===== src/rtl/core/assert_macros.svh =====
// Assertion macros shared by the RTL; empty when SYNTH is defined.
`ifndef ASSERT_MACROS_SVH
`define ASSERT_MACROS_SVH
`ifndef SYNTH
// Property checked on every rising clock edge outside reset.
`define NPCA_ASSERT(lbl, prop) \
	lbl: assert property (@(posedge clk) disable iff (!arst_n) (prop)) \
		else $error("npca assertion failed");
// Condition implies a consequence on the next clock edge.
`define NPCA_ASSERT_NEXT(lbl, cond, cons) \
	lbl: assert property (@(posedge clk) disable iff (!arst_n) (cond) |=> (cons)) \
		else $error("npca assertion failed");
`else
`define NPCA_ASSERT(lbl, prop)
`define NPCA_ASSERT_NEXT(lbl, cond, cons)
`endif
`endif


===== src/rtl/core/npca_pkg.sv =====
// Types and constants of the node pool chain allocator.
package npca_pkg;

	localparam logic [1:0] OP_GET  = 2'd0;
	localparam logic [1:0] OP_HIER = 2'd1;
	localparam logic [1:0] OP_FREE = 2'd2;

	localparam logic [1:0] ST_DONE    = 2'd0;
	localparam logic [1:0] ST_REFUSED = 2'd1;
	localparam logic [1:0] ST_STRAY   = 2'd2;

	localparam logic [7:0] NO_PARENT = 8'hFF;

	typedef struct packed {
		logic [1:0] opcode;
		logic [9:0] node_count;
		logic [7:0] parent_offset;
		logic [8:0] chain_head;
		logic       chain_present;
	} in_item_t;

	typedef struct packed {
		logic [1:0] status;
		logic [8:0] node_index;
		logic [8:0] parent_index;
		logic       parent_valid;
		logic       chain_done;
		logic [9:0] free_remaining;
	} out_item_t;

	typedef enum logic [3:0] {
		S_INIT,
		S_IDLE,
		S_EXEC,
		S_PWALK,
		S_PWALK_WT,
		S_NEXT_RD,
		S_NEXT_WT,
		S_FWALK,
		S_FWALK_WT,
		S_FDONE,
		S_EMIT
	} state_t;

	typedef struct packed {
		logic init_wr;
		logic ld_item;
		logic do_get;
		logic res_plain;
		logic res_stray;
		logic do_short;
		logic pwalk_start;
		logic walk_rd;
		logic pwalk_step;
		logic next_rd;
		logic commit;
		logic fwalk_start;
		logic fwalk_step;
		logic free_done;
		logic out_ld;
	} ctl_cmd_t;

	typedef struct packed {
		logic       init_last;
		logic [1:0] op;
		logic       pending_zero;
		logic       cursor_nil;
		logic       free_ok;
		logic       walk_nil;
		logic       steps_zero;
		logic       link_nil;
		logic       cnt_full;
	} dp_sts_t;

endpackage


===== src/rtl/core/npca_ctrl.sv =====
// Controller: sequences init sweep, walks and result hand-off.
module npca_ctrl (
	input  logic               clk,
	input  logic               arst_n,
	input  logic               in_valid,
	output logic               in_ready,
	output logic               out_valid,
	input  logic               out_ready,
	input  npca_pkg::dp_sts_t  sts,
	output npca_pkg::ctl_cmd_t cmd
);
	npca_pkg::state_t state_q;
	npca_pkg::state_t state_nx;
	logic             out_valid_q;
	logic             out_room;

	assign out_room  = !out_valid_q || out_ready;
	assign in_ready  = state_q == npca_pkg::S_IDLE;
	assign out_valid = out_valid_q;

	always_comb begin
		state_nx = state_q;
		unique case (state_q)
			npca_pkg::S_INIT: begin
				if (sts.init_last) state_nx = npca_pkg::S_IDLE;
			end
			npca_pkg::S_IDLE: begin
				if (in_valid) state_nx = npca_pkg::S_EXEC;
			end
			npca_pkg::S_EXEC: begin
				priority if (sts.op == npca_pkg::OP_HIER && !sts.pending_zero
					&& !sts.cursor_nil) begin
					state_nx = npca_pkg::S_PWALK;
				end else if (sts.op == npca_pkg::OP_FREE && sts.free_ok) begin
					state_nx = npca_pkg::S_FWALK;
				end else begin
					state_nx = npca_pkg::S_EMIT;
				end
			end
			npca_pkg::S_PWALK: begin
				if (sts.walk_nil || sts.steps_zero) state_nx = npca_pkg::S_NEXT_RD;
				else state_nx = npca_pkg::S_PWALK_WT;
			end
			npca_pkg::S_PWALK_WT: state_nx = npca_pkg::S_PWALK;
			npca_pkg::S_NEXT_RD:  state_nx = npca_pkg::S_NEXT_WT;
			npca_pkg::S_NEXT_WT:  state_nx = npca_pkg::S_EMIT;
			npca_pkg::S_FWALK: begin
				if (sts.cnt_full) state_nx = npca_pkg::S_FDONE;
				else state_nx = npca_pkg::S_FWALK_WT;
			end
			npca_pkg::S_FWALK_WT: begin
				if (sts.link_nil) state_nx = npca_pkg::S_FDONE;
				else state_nx = npca_pkg::S_FWALK;
			end
			npca_pkg::S_FDONE: state_nx = npca_pkg::S_EMIT;
			npca_pkg::S_EMIT: begin
				if (out_room) state_nx = npca_pkg::S_IDLE;
			end
			default: state_nx = npca_pkg::S_IDLE;
		endcase
	end

	always_comb begin
		cmd = '0;
		unique case (state_q)
			npca_pkg::S_INIT: cmd.init_wr = 1'b1;
			npca_pkg::S_IDLE: cmd.ld_item = in_valid;
			npca_pkg::S_EXEC: begin
				unique case (sts.op)
					npca_pkg::OP_GET: cmd.do_get = 1'b1;
					npca_pkg::OP_HIER: begin
						priority if (sts.pending_zero) cmd.res_stray = 1'b1;
						else if (sts.cursor_nil) cmd.do_short = 1'b1;
						else cmd.pwalk_start = 1'b1;
					end
					npca_pkg::OP_FREE: begin
						if (sts.free_ok) cmd.fwalk_start = 1'b1;
						else cmd.res_plain = 1'b1;
					end
					default: cmd.res_plain = 1'b1;
				endcase
			end
			npca_pkg::S_PWALK: begin
				cmd.walk_rd = !(sts.walk_nil || sts.steps_zero);
			end
			npca_pkg::S_PWALK_WT: cmd.pwalk_step = 1'b1;
			npca_pkg::S_NEXT_RD:  cmd.next_rd = 1'b1;
			npca_pkg::S_NEXT_WT:  cmd.commit = 1'b1;
			npca_pkg::S_FWALK:    cmd.walk_rd = !sts.cnt_full;
			npca_pkg::S_FWALK_WT: cmd.fwalk_step = !sts.link_nil;
			npca_pkg::S_FDONE:    cmd.free_done = 1'b1;
			npca_pkg::S_EMIT:     cmd.out_ld = out_room;
			default: cmd = '0;
		endcase
	end

	always_ff @(posedge clk or negedge arst_n) begin
		if (!arst_n) begin
			state_q     <= npca_pkg::S_INIT;
			out_valid_q <= 1'b0;
		end else begin
			state_q <= state_nx;
			if (cmd.out_ld) out_valid_q <= 1'b1;
			else if (out_ready) out_valid_q <= 1'b0;
		end
	end

endmodule


===== config.mk =====
export PLATFORM = sky130hd
export DESIGN_NAME = npca_ctrl
export DESIGN_NICKNAME = d
export VERILOG_FILES = /design/src/rtl/core/assert_macros.svh /design/src/rtl/core/npca_pkg.sv /design/src/rtl/core/npca_ctrl.sv
export SDC_FILE = /design/constraint.sdc
export NUM_CORES = 1
export LEC_CHECK = 0
export BUFFER_PORTS_ARGS = -buffer_cell sky130_fd_sc_hd__buf_2
export CORE_AREA = 2 2 39 41
export CTS_BUF_LIST = sky130_fd_sc_hd__clkbuf_8
export CTS_CLUSTER_SIZE = 8
export DETAILED_ROUTE_END_ITERATION = 8
export DIE_AREA = 0 0 41 43
export GPL_ROUTABILITY_DRIVEN = 0
export GPL_TIMING_DRIVEN = 0
export PLACE_DENSITY = 0.71
export SYNTH_ARGS = -nofsm -noshare
export SYNTH_HDL_FRONTEND = slang
export SYNTH_SLANG_ARGS = --single-unit

===== constraint.sdc =====
create_clock -name clk -period 3 [get_ports clk]
set_input_delay 0.3 -clock clk [delete_from_list [all_inputs] [get_ports clk]]
set_output_delay 0.3 -clock clk [all_outputs]
set_load 0.01 [all_outputs]

==> results of run 1 <==
cell families (layout without fill, tap and decap cells):
family / after synthesis / in the layout
and+or+nand+nor: 41 / 41
DFF: 5 / 5
AOI/OAI and AO/OA: 16 / 16
xor gates and xnor gates: 1 / 1
buffers and inverters: 6 / 41
metal layers:
metal | routed length [um] | global-route usage
met5 | 0 | 0
met4 | 0 | 0.100
met3 | 73 | 0.0314
met2 | 720 | 0.309
met1 | 670 | 0.262
worst max path at each step:
stage / start / end
2_1_floorplan: state_q[0] / cmd[7]
3_3_place_gp: state_q[1] / cmd[9]
3_5_place_dp: state_q[1] / cmd[9]
4_1_cts: state_q[1] / cmd[9]
5_1_grt: state_q[1] / cmd[9]
6_report: state_q[1] / cmd[9]
registers in the layout, summed over array words and instances, names as in the netlist:
register / flops
state_q: 4
out_valid: 1
cells in the mapped netlist, drive strengths merged (2+ instances only):
cell	n
a211o	2
and3	3
buf	4
dfrtp	5
nand2	4
nand2b	6
nor2	10
nor3	8
o21ai	2
or2	2
power by group:
part           total (mW)  internal, mW  switching, mW
clock               0.117        0.0874         0.0292
combinational       0.411         0.178          0.233
sequential          0.124        0.0969         0.0269
worst register-to-register path, stage by stage, from the launching register on:
cell	delay [ps]
sky130_fd_sc_hd__dfrtp_1	350
sky130_fd_sc_hd__buf_2	170
sky130_fd_sc_hd__o31a_4	350
sky130_fd_sc_hd__a311o_1	330
sky130_fd_sc_hd__a32oi_1	210
area by class of cell:
cell class | instances | area [um2] | area share
multi-input cells | 58 | 367 | 0.493
well taps | 16 | 20.0 | 0.0269
inverters | 1 | 3.75 | 0.00505
clock inverters | 1 | 3.75 | 0.00505
flip-flops and latches | 5 | 125 | 0.168
repair buffers | 31 | 160 | 0.215
clock buffers | 3 | 41.3 | 0.0556
plain buffers | 5 | 22.5 | 0.0303
what timing repair did:
action,4_1_cts,5_1_grt
gates resized for setup,0,0
hold endpoints to repair,5,0
hold buffers,1,0
layout by cell type (no fill, tap or decap), drive strengths merged, types with 2 or more instances in the layout:
cell	n
inv	2
o21ai	2
clkbuf	4
or2	2
nand2	4
nor2	10
nor3	8
nand2b	6
buf	34
and3	3
dfrtp	5
a211o	2
==> reports/results.ini, run 1 <==
[setup_path]
slowest_stage=sky130_fd_sc_hd__nor4b_1
path_class=flip-flop to output pin
timing.critical_path.cells=buf_2, nor4b_1, nand2_1, nor3b_1, buf_2
cp.required_ps=2700
path_delay_family=simple AND/OR/NAND/NOR gates
worst_ep_arrival_time_ps=1680
worstSetupStartpointType=flip-flop
crit_buf_inv=2
setup.worst_path.end_class=output pin
critical-path-top-cell-by-count=sky130_fd_sc_hd__buf_2
critPathMaxFanout=9
r2r-end=state_q[0]
critPathMaxStageDelay_ps=460
worstReg2RegStart=state_q[1]
timing.reg2reg.worst_path_depth=4
worst-r2r-setup-slack_ps=1500
timing.critical_path.depth=5

[synth]
postSynthRegisterBits=5
synth.cell_area_um2=518
post_synth_fa_ha_maj_area_fraction=0
yosys-top-cells-area=sky130_fd_sc_hd__dfrtp_1 (24%), sky130_fd_sc_hd__nor3_1 (7.7%), sky130_fd_sc_hd__nand2b_1 (7.2%)
main_combinational_cell_family_by_area_after_synthesis=simple AND/OR/NAND/NOR gates
post-synth-top-area-cell=sky130_fd_sc_hd__dfrtp_1
synth_xor_xnor_area_share=0.0169
synth.lib_cells_used.distinct=35
avgSynthCellArea_um2=7.51
synth-async-reset-ratio=1.00
synth_enable_flop_cells=0
synth_simple_gate_area_frac=0.435
synth_compound_gate_area_share=0.256
syn_nets=83
synth_top_area_frac=0.242
synth-warning-count=0
synth.mux.area_fraction=0
sequential_area_share_after_synthesis=0.242
ys.flop_type=sky130_fd_sc_hd__dfrtp_1
synthesis.instances=69

[floorplan]
die_height_um=43
die_area_um2=1760
fp-row-count=14
floorplan.core_area_um2=1380
die-width_um=41
io_pins=31
starting_utilization_of_the_core_area=0.374

[clocking]
clock_buffers_created_by_tritoncts=3
root_buffer=sky130_fd_sc_hd__clkbuf_8
count_of_buffers_added_by_post_cts_timing_repair_for_setup=0
number_of_levels_the_h_tree_was_split_into=1
insertion_delay_ps=210
clk_transition_reported_paths_ps=30
cts_tree=yes
cts_max_path_buffers=2
cts_num_sinks=5

[sta]
final_max_slew_viol_count=0
totalNegativeSetupSlack_ps=0
worst_margin_slew_ps=514
report.final.hold_viol_count=0
clock-skew-final_ps=0.373
setup_viol_count_final=0
max_freq_mhz=504
post-route-period-util=0.661
post_route_minimum_period_ps=1980
timing.final.ws_setup_ps=1020
worst_slew_slack_as_a_fraction_of_its_limit=0.653
rsz0062_at_grt=false
final.hold.worst_slack_ps=427

[cells_and_area]
drive_above_1_share=0.413
fillers=157
stdcell_count=120
num_antenna_cells=0
final_util=0.537
design_area_um2=743
finish.net_count=119
synthToLayoutAreaGrowth_pct=43.5

[global_routing]
grt_pass1_wl_mm=2.49
maximum_number_of_pins_on_one_net_before_global_route_repair=11
grt_overflow_total=0
antenna_violations_before_repair=0
grt_util_all_layers=0.202
grt_pass1_vias=618

[placed_design]
detailedPlacementHpwl_mm=1.19
detailed_place.area_um2=688
pre_cts_slack_ps=1260
io_buffer_count=30
placedCellCount=115

[drt]
drtIter0Drc=6
post_drt_wl_per_cell_um=12.2
drt-vias-per-instance=5.23
drc_errors=0
dr_total_vias=627
post_detailed_route_count_of_antenna_violating_nets=0
drtPass1Iterations=4
totalWireLength_mm=1.47

[power]
power.density_cell_area_nw_per_um2=877
worst_voltage_drop_across_the_vdd_grid_mv=0.488
power.total_mw=0.652
power.leakage_nw=0.386

[hold_path]
holdCritPathClass=input pin to asynchronous set/reset pin

[job]
maxCapViolCount=0

[outcome]
status=complete, no violations

(Power assumes the default switching activity.)
==> run 2: changes to the inputs <==
--- a/config.mk
+++ b/config.mk
@@ -5,6 +5,7 @@
 export SDC_FILE = /design/constraint.sdc
 export NUM_CORES = 1
 export LEC_CHECK = 0
+export ABC_AREA = 1
 export BUFFER_PORTS_ARGS = -buffer_cell sky130_fd_sc_hd__buf_2
 export CORE_AREA = 2 2 39 41
 export CTS_BUF_LIST = sky130_fd_sc_hd__clkbuf_8
==> constraint.sdc (replaced) <==
create_clock -name clk -period 1.9 [get_ports clk]
set_input_delay 0.19 -clock clk [delete_from_list [all_inputs] [get_ports clk]]
set_output_delay 0.19 -clock clk [all_outputs]
set_load 0.01 [all_outputs]
==> reports/results.ini, run 2 <==
[hold_path]
timing.hold.worst_path_depth=2
holdCritStartpoint=out_ready
hold-path-endpoint=out_valid
holdCritPathClass=input pin to flip-flop

[synth]
postSynthRegisterBits=5
synth_compound_gate_area_share=0.0694
sequential_area_share_after_synthesis=0.239
count_leader_synth=sky130_fd_sc_hd__nor2_1
synth_enable_flop_cells=0
synth_xor_xnor_area_share=0
synth.mux.area_fraction=0
synth-warning-count=0
synth_simple_gate_area_frac=0.577
synth_top_area_frac=0.239
post-synth-top-area-cell=sky130_fd_sc_hd__dfrtp_1
post_synth_fa_ha_maj_area_fraction=0
synth.cell_area_um2=523
ys.flop_type=sky130_fd_sc_hd__dfrtp_1
synth-async-reset-ratio=1.00
syn_nets=105
yosys-top-cells-area=sky130_fd_sc_hd__dfrtp_1 (24%), sky130_fd_sc_hd__nor2_1 (16%), sky130_fd_sc_hd__nand2_1 (11%)
main_combinational_cell_family_by_area_after_synthesis=simple AND/OR/NAND/NOR gates
ys_top_cells_by_count=sky130_fd_sc_hd__nor2_1 (22), sky130_fd_sc_hd__nand2_1 (16), sky130_fd_sc_hd__inv_1 (10)
synthesis.instances=91
avgSynthCellArea_um2=5.75
synth.lib_cells_used.distinct=19

[cells_and_area]
largest_register_ffs=4
stdcell_count=142
highest_count_cells_in_the_layout_ignoring_fill_and_taps=sky130_fd_sc_hd__buf_2 (30), sky130_fd_sc_hd__nor2_1 (22), sky130_fd_sc_hd__nand2_1 (16)
finish.net_count=141
drive_above_1_share=0.429
num_antenna_cells=0
largest_register=state_q
synthToLayoutAreaGrowth_pct=43.1
design_area_um2=748
fillers=136
most_frequent_standard_cell_in_the_layout_excluding_fill_and_tap_cells=sky130_fd_sc_hd__buf_2

[setup_path]
cp.required_ps=1710
timing.reg2reg.worst_path_depth=5
worst_ep_arrival_time_ps=1340
r2r-end=state_q[2]
worstReg2RegStart=state_q[0]
path_delay_family=flip-flops
timing.critical_path.cells=nand2_1, nor2_1, inv_1, o32ai_1, buf_2
setup.worst_path.end_class=output pin
worstSetupStartpointType=flip-flop
crit_buf_inv=2
critPathMaxFanout=5
worst-r2r-setup-slack_ps=620
slowest_stage=sky130_fd_sc_hd__dfrtp_1
critPathMaxStageDelay_ps=450
path_class=flip-flop to output pin

[clocking]
clock_buffers_created_by_tritoncts=3
root_buffer=sky130_fd_sc_hd__clkbuf_8
cts_num_sinks=5
cts_max_path_buffers=2
number_of_levels_the_h_tree_was_split_into=1
post_cts.resized_instances=0
insertion_delay_ps=220
cts_tree=yes
clk_transition_reported_paths_ps=30

[placed_design]
detailedPlacementHpwl_mm=1.11
detailed_place.area_um2=693
placedCellCount=137
pre_cts_slack_ps=599
io_buffer_count=30

[floorplan]
io_pins=31
die_area_um2=1760
die-width_um=41
floorplan.core_area_um2=1380
die_height_um=43
starting_utilization_of_the_core_area=0.378
fp-row-count=14

[drt]
metal_1_wl_um=595
drtPass1Iterations=4
drt-vias-per-instance=4.58
totalWireLength_mm=1.29
detailroute.wirelength.met3_um=82
route.met2.wl_um=613
top_signal_layer_used=met3
post_drt_wl_per_cell_um=9.09
drc_errors=0
dr_total_vias=651
drtIter0Drc=11
post_detailed_route_count_of_antenna_violating_nets=0

[global_routing]
antenna_violations_before_repair=0
grt_overflow_total=0
maximum_number_of_pins_on_one_net_before_global_route_repair=9
grt_pass1_wl_mm=2.08
grt_util_all_layers=0.172
grt_pass1_vias=537

[job]
maxCapViolCount=0

[sta]
final.hold.worst_slack_ps=173
report.final.hold_viol_count=0
timing.final.ws_setup_ps=369
final_max_slew_viol_count=0
worst_slew_slack_as_a_fraction_of_its_limit=0.851
post_route_minimum_period_ps=1530
max_freq_mhz=653
setup_viol_count_final=0
totalNegativeSetupSlack_ps=0
post-route-period-util=0.806
clock-skew-final_ps=0.619
rsz0062_at_grt=false
worst_margin_slew_ps=222

[outcome]
status=complete, no violations

[power]
worst_voltage_drop_across_the_vdd_grid_mv=0.887
power.density_cell_area_nw_per_um2=1350
power.leakage_nw=0.454

[run 2: cell types whose count changed in the layout (fill, tap and decap cells not counted), moves of 7 or more]
cell,previous run,this run
sky130_fd_sc_hd__nand2_1,4,16
sky130_fd_sc_hd__nor2_1,10,22
sky130_fd_sc_hd__inv_1,2,11
sky130_fd_sc_hd__nor2_2,0,7
[run 2: worst reg2reg max path, stage by stage, from the launching register on]
cell and delay [ps]:
sky130_fd_sc_hd__dfrtp_1 440, sky130_fd_sc_hd__inv_2 100, sky130_fd_sc_hd__nor2_2 50, sky130_fd_sc_hd__nand2_1 100
sky130_fd_sc_hd__o21ai_1 110, sky130_fd_sc_hd__or3_1 350
[run 2: cell families (layout without fill, tap and decap cells)]
| family | Yosys count | count (layout) |
|---|---|---|
| flops | 5 | 5 |
| simple gates | 64 | 64 |
| buf+inv | 16 | 51 |
| compound gates | 6 | 6 |
[run 2: per-stage QoR]
step	util	total power [mW]
final	0.541	1.01
after global routing	0.541	1.11
after CTS	0.541	1.01
after detailed placement	0.501	0.817
after global placement	0.501	0.814
after floorplan	-	0.657
[run 2: timing repair]
action	4_1_cts	5_1_grt
hold buffers	1	0
setup buffers	0	0
hold endpoints to repair	5	0
[run 2: how the worst max path moves through the flow]
| stage | start | endpoint | slack (ps) | depth (start not counted) |
|---|---|---|---|---|
| after detailed placement | state_q[0] | cmd[7] | 600 | 5 |
| after global routing | state_q[3] | cmd[9] | 240 | 4 |
| after floorplan | state_q[3] | cmd[9] | 630 | 3 |
| after CTS | state_q[0] | cmd[7] | 360 | 5 |
| final | state_q[0] | cmd[7] | 370 | 5 |
| after global placement | state_q[0] | cmd[7] | 600 | 5 |
[run 2: layout make-up]
| cell class | instances | area (um2) | share of cell area |
|---|---|---|---|
| clock buffers | 3 | 41.3 | 0.0552 |
| flip-flops and latches | 5 | 125 | 0.167 |
| repair buffers | 31 | 160 | 0.214 |
| inverters | 16 | 60.1 | 0.0803 |
| multi-input cells | 70 | 338 | 0.452 |
| well taps | 16 | 20.0 | 0.0268 |
| clock inverters | 1 | 3.75 | 0.00502 |
[run 2: report_power, final]
part | switching [mW] | internal (mW)
Clock | 0.0506 | 0.138
Sequential | 0.0599 | 0.152
Combinational | 0.386 | 0.221
[run 2: layer usage]
metal,global-route usage,up-vias
met5,0,-
met4,0.0400,0
met3,0.0628,0
met2,0.259,20
met1,0.227,280
li1,-,351
==> run 3: changes to the inputs <==
--- a/config.mk
+++ b/config.mk
@@ -7,14 +7,14 @@
 export LEC_CHECK = 0
 export ABC_AREA = 1
 export BUFFER_PORTS_ARGS = -buffer_cell sky130_fd_sc_hd__buf_2
-export CORE_AREA = 2 2 39 41
+export CORE_MARGIN = 1.5
+export CORE_UTILIZATION = 39
 export CTS_BUF_LIST = sky130_fd_sc_hd__clkbuf_8
 export CTS_CLUSTER_SIZE = 8
 export DETAILED_ROUTE_END_ITERATION = 8
-export DIE_AREA = 0 0 41 43
 export GPL_ROUTABILITY_DRIVEN = 0
 export GPL_TIMING_DRIVEN = 0
-export PLACE_DENSITY = 0.71
+export PLACE_DENSITY = 0.74
 export SYNTH_ARGS = -nofsm -noshare
 export SYNTH_HDL_FRONTEND = slang
 export SYNTH_SLANG_ARGS = --single-unit
==> constraint.sdc (replaced) <==
create_clock -name clk -period 1.3 [get_ports clk]
set_input_delay 0.13 -clock clk [delete_from_list [all_inputs] [get_ports clk]]
set_output_delay 0.13 -clock clk [all_outputs]
set_load 0.01 [all_outputs]
==> reports/results.ini, run 3 (synthesis results as in run 2) <==
[outcome]
status=complete, but fails checks
violations=setup timing

[global_routing]
grt_pass1_wl_mm=2.05
grt_util_all_layers=0.198
grt_pass1_vias=506
maximum_number_of_pins_on_one_net_before_global_route_repair=8
grt_overflow_total=0
antenna_violations_before_repair=0

[drt]
drtIter0Drc=12
drtPass1Iterations=4
drt-vias-per-instance=4.80
dr_total_vias=696
post_detailed_route_count_of_antenna_violating_nets=0
drc_errors=0
totalWireLength_mm=1.64
post_drt_wl_per_cell_um=11.3

[cells_and_area]
finish.net_count=145
design_area_um2=906
synthToLayoutAreaGrowth_pct=73.2
highest_count_cells_in_the_layout_ignoring_fill_and_taps=sky130_fd_sc_hd__buf_2 (29), sky130_fd_sc_hd__nor2_1 (18), sky130_fd_sc_hd__nand2_1 (12)
largest_register=state_q
num_antenna_cells=0
stdcell_count=145
drive_above_1_share=0.592
largest_register_ffs=4
final_util=0.714
most_frequent_standard_cell_in_the_layout_excluding_fill_and_tap_cells=sky130_fd_sc_hd__buf_2

[sta]
final.hold.worst_slack_ps=116
report.final.hold_viol_count=0
worst_margin_slew_ps=264
worst_slew_slack_as_a_fraction_of_its_limit=0.823
clock-skew-final_ps=2.74
totalNegativeSetupSlack_ps=-668
rsz0062_at_grt=true
max_freq_mhz=710
final_max_slew_viol_count=0
timing.final.ws_setup_ps=-107
setup_viol_count_final=14
post_route_minimum_period_ps=1410
post-route-period-util=1.08

[power]
cellInternalPower_mw=0.953
switchingPower_mw=0.981
power.leakage_nw=0.500
worst_voltage_drop_across_the_vdd_grid_mv=1.32
sequential_power_share=0.171
portion_of_total_power_attributed_to_combinational_logic=0.688
p_sw_frac=0.507
power.density_cell_area_nw_per_um2=2140
power.total_mw=1.93
power_frac_clock=0.141

[floorplan]
fp-row-count=13
die-width_um=39.6
floorplan.core_area_um2=1270
starting_utilization_of_the_core_area=0.412
die_height_um=39.6
die_area_um2=1570
io_pins=31

[job]
maxCapViolCount=0

[setup_path]
path_class=flip-flop to output pin
crit_buf_inv=3
critPathMaxStageDelay_ps=450
critical-path-top-cell-by-count=sky130_fd_sc_hd__inv_2
setup.worst_path.end_class=output pin
worst_ep_arrival_time_ps=1280
cp.required_ps=1170
timing.critical_path.cells=inv_2, nand2_4, nor2_4, inv_2, o32ai_2, buf_2
worstSetupStartpointType=flip-flop
slowest_stage=sky130_fd_sc_hd__dfrtp_2
critPathMaxFanout=5
path_delay_family=flip-flops

[clocking]
root_buffer=sky130_fd_sc_hd__clkbuf_8
cts_tree=yes
clk_transition_reported_paths_ps=30
cts_max_path_buffers=2
number_of_levels_the_h_tree_was_split_into=1
insertion_delay_ps=220
cts_num_sinks=5
clock_buffers_created_by_tritoncts=3

[placed_design]
placedCellCount=136
io_buffer_count=30
detailed_place.area_um2=692
detailedPlacementHpwl_mm=1.11
pre_cts_slack_ps=27.9

[hold_path]
holdCritPathClass=input pin to flip-flop

run 3: changes by cell type in the layout (fill, tap and decap cells not counted), moves of 4 or more:
cell,before,now
sky130_fd_sc_hd__nor2_4,1,8
sky130_fd_sc_hd__nand2_4,0,4
sky130_fd_sc_hd__nor2_1,22,18
sky130_fd_sc_hd__nand2_1,16,12
run 3: layout make-up:
cell class,instances,area [um2]
well taps,15,18.8
inverters,16,60.1
clock buffers,3,41.3
fillers,97,363
multi-input cells,70,449
flip-flops and latches,5,129
clock inverters,1,3.75
repair buffers,35,204
run 3: path summary, 6_finish.rpt:
| check | depth (start not counted) | start | slack, ps | end |
|---|---|---|---|---|
| setup reg to reg | 9 | state_q[1] | -50 | state_q[1] |
| min in group asynchronous | 2 | arst_n | 250 | state_q[0] |
| max in group asynchronous | 2 | arst_n | 910 | state_q[3] |
| hold / removal | 2 | out_ready | 120 | out_valid |
| hold reg to reg | 2 | out_valid | 540 | out_valid |
| setup / recovery | 6 | state_q[3] | -110 | cmd[7] |
run 3: per-layer routing:
| metal | up-vias | global-route usage | share of wire |
|---|---|---|---|
| li1 | 368 | - | - |
| met1 | 305 | 0.270 | 0.47 |
| met2 | 23 | 0.316 | 0.49 |
| met3 | 0 | 0.0170 | 0.041 |
| met4 | 0 | 0.0776 | 0 |
| met5 | - | 0 | 0 |
run 3: repair_timing:
| action | 4_1_cts | 5_1_grt |
|---|---|---|
| buffers inserted | 4 | 0 |
| hold endpoints to repair | 5 | 0 |
| hold buffers | 1 | 0 |
| gates resized for setup | 10 | 24 |
| setup endpoints to repair | 10 | 17 |
| pin swaps | 3 | 9 |
run 3: power groups by stage:
| stage | clock network (mW) | logic (mW) | registers [mW] |
|---|---|---|---|
| after floorplan | 0 | 0.657 | 0.303 |
| after global placement | 0 | 0.891 | 0.305 |
| final | 0.274 | 1.33 | 0.331 |
| after detailed placement | 0 | 0.895 | 0.307 |
| after CTS | 0.278 | 1.06 | 0.306 |
| after global routing | 0.289 | 1.45 | 0.339 |
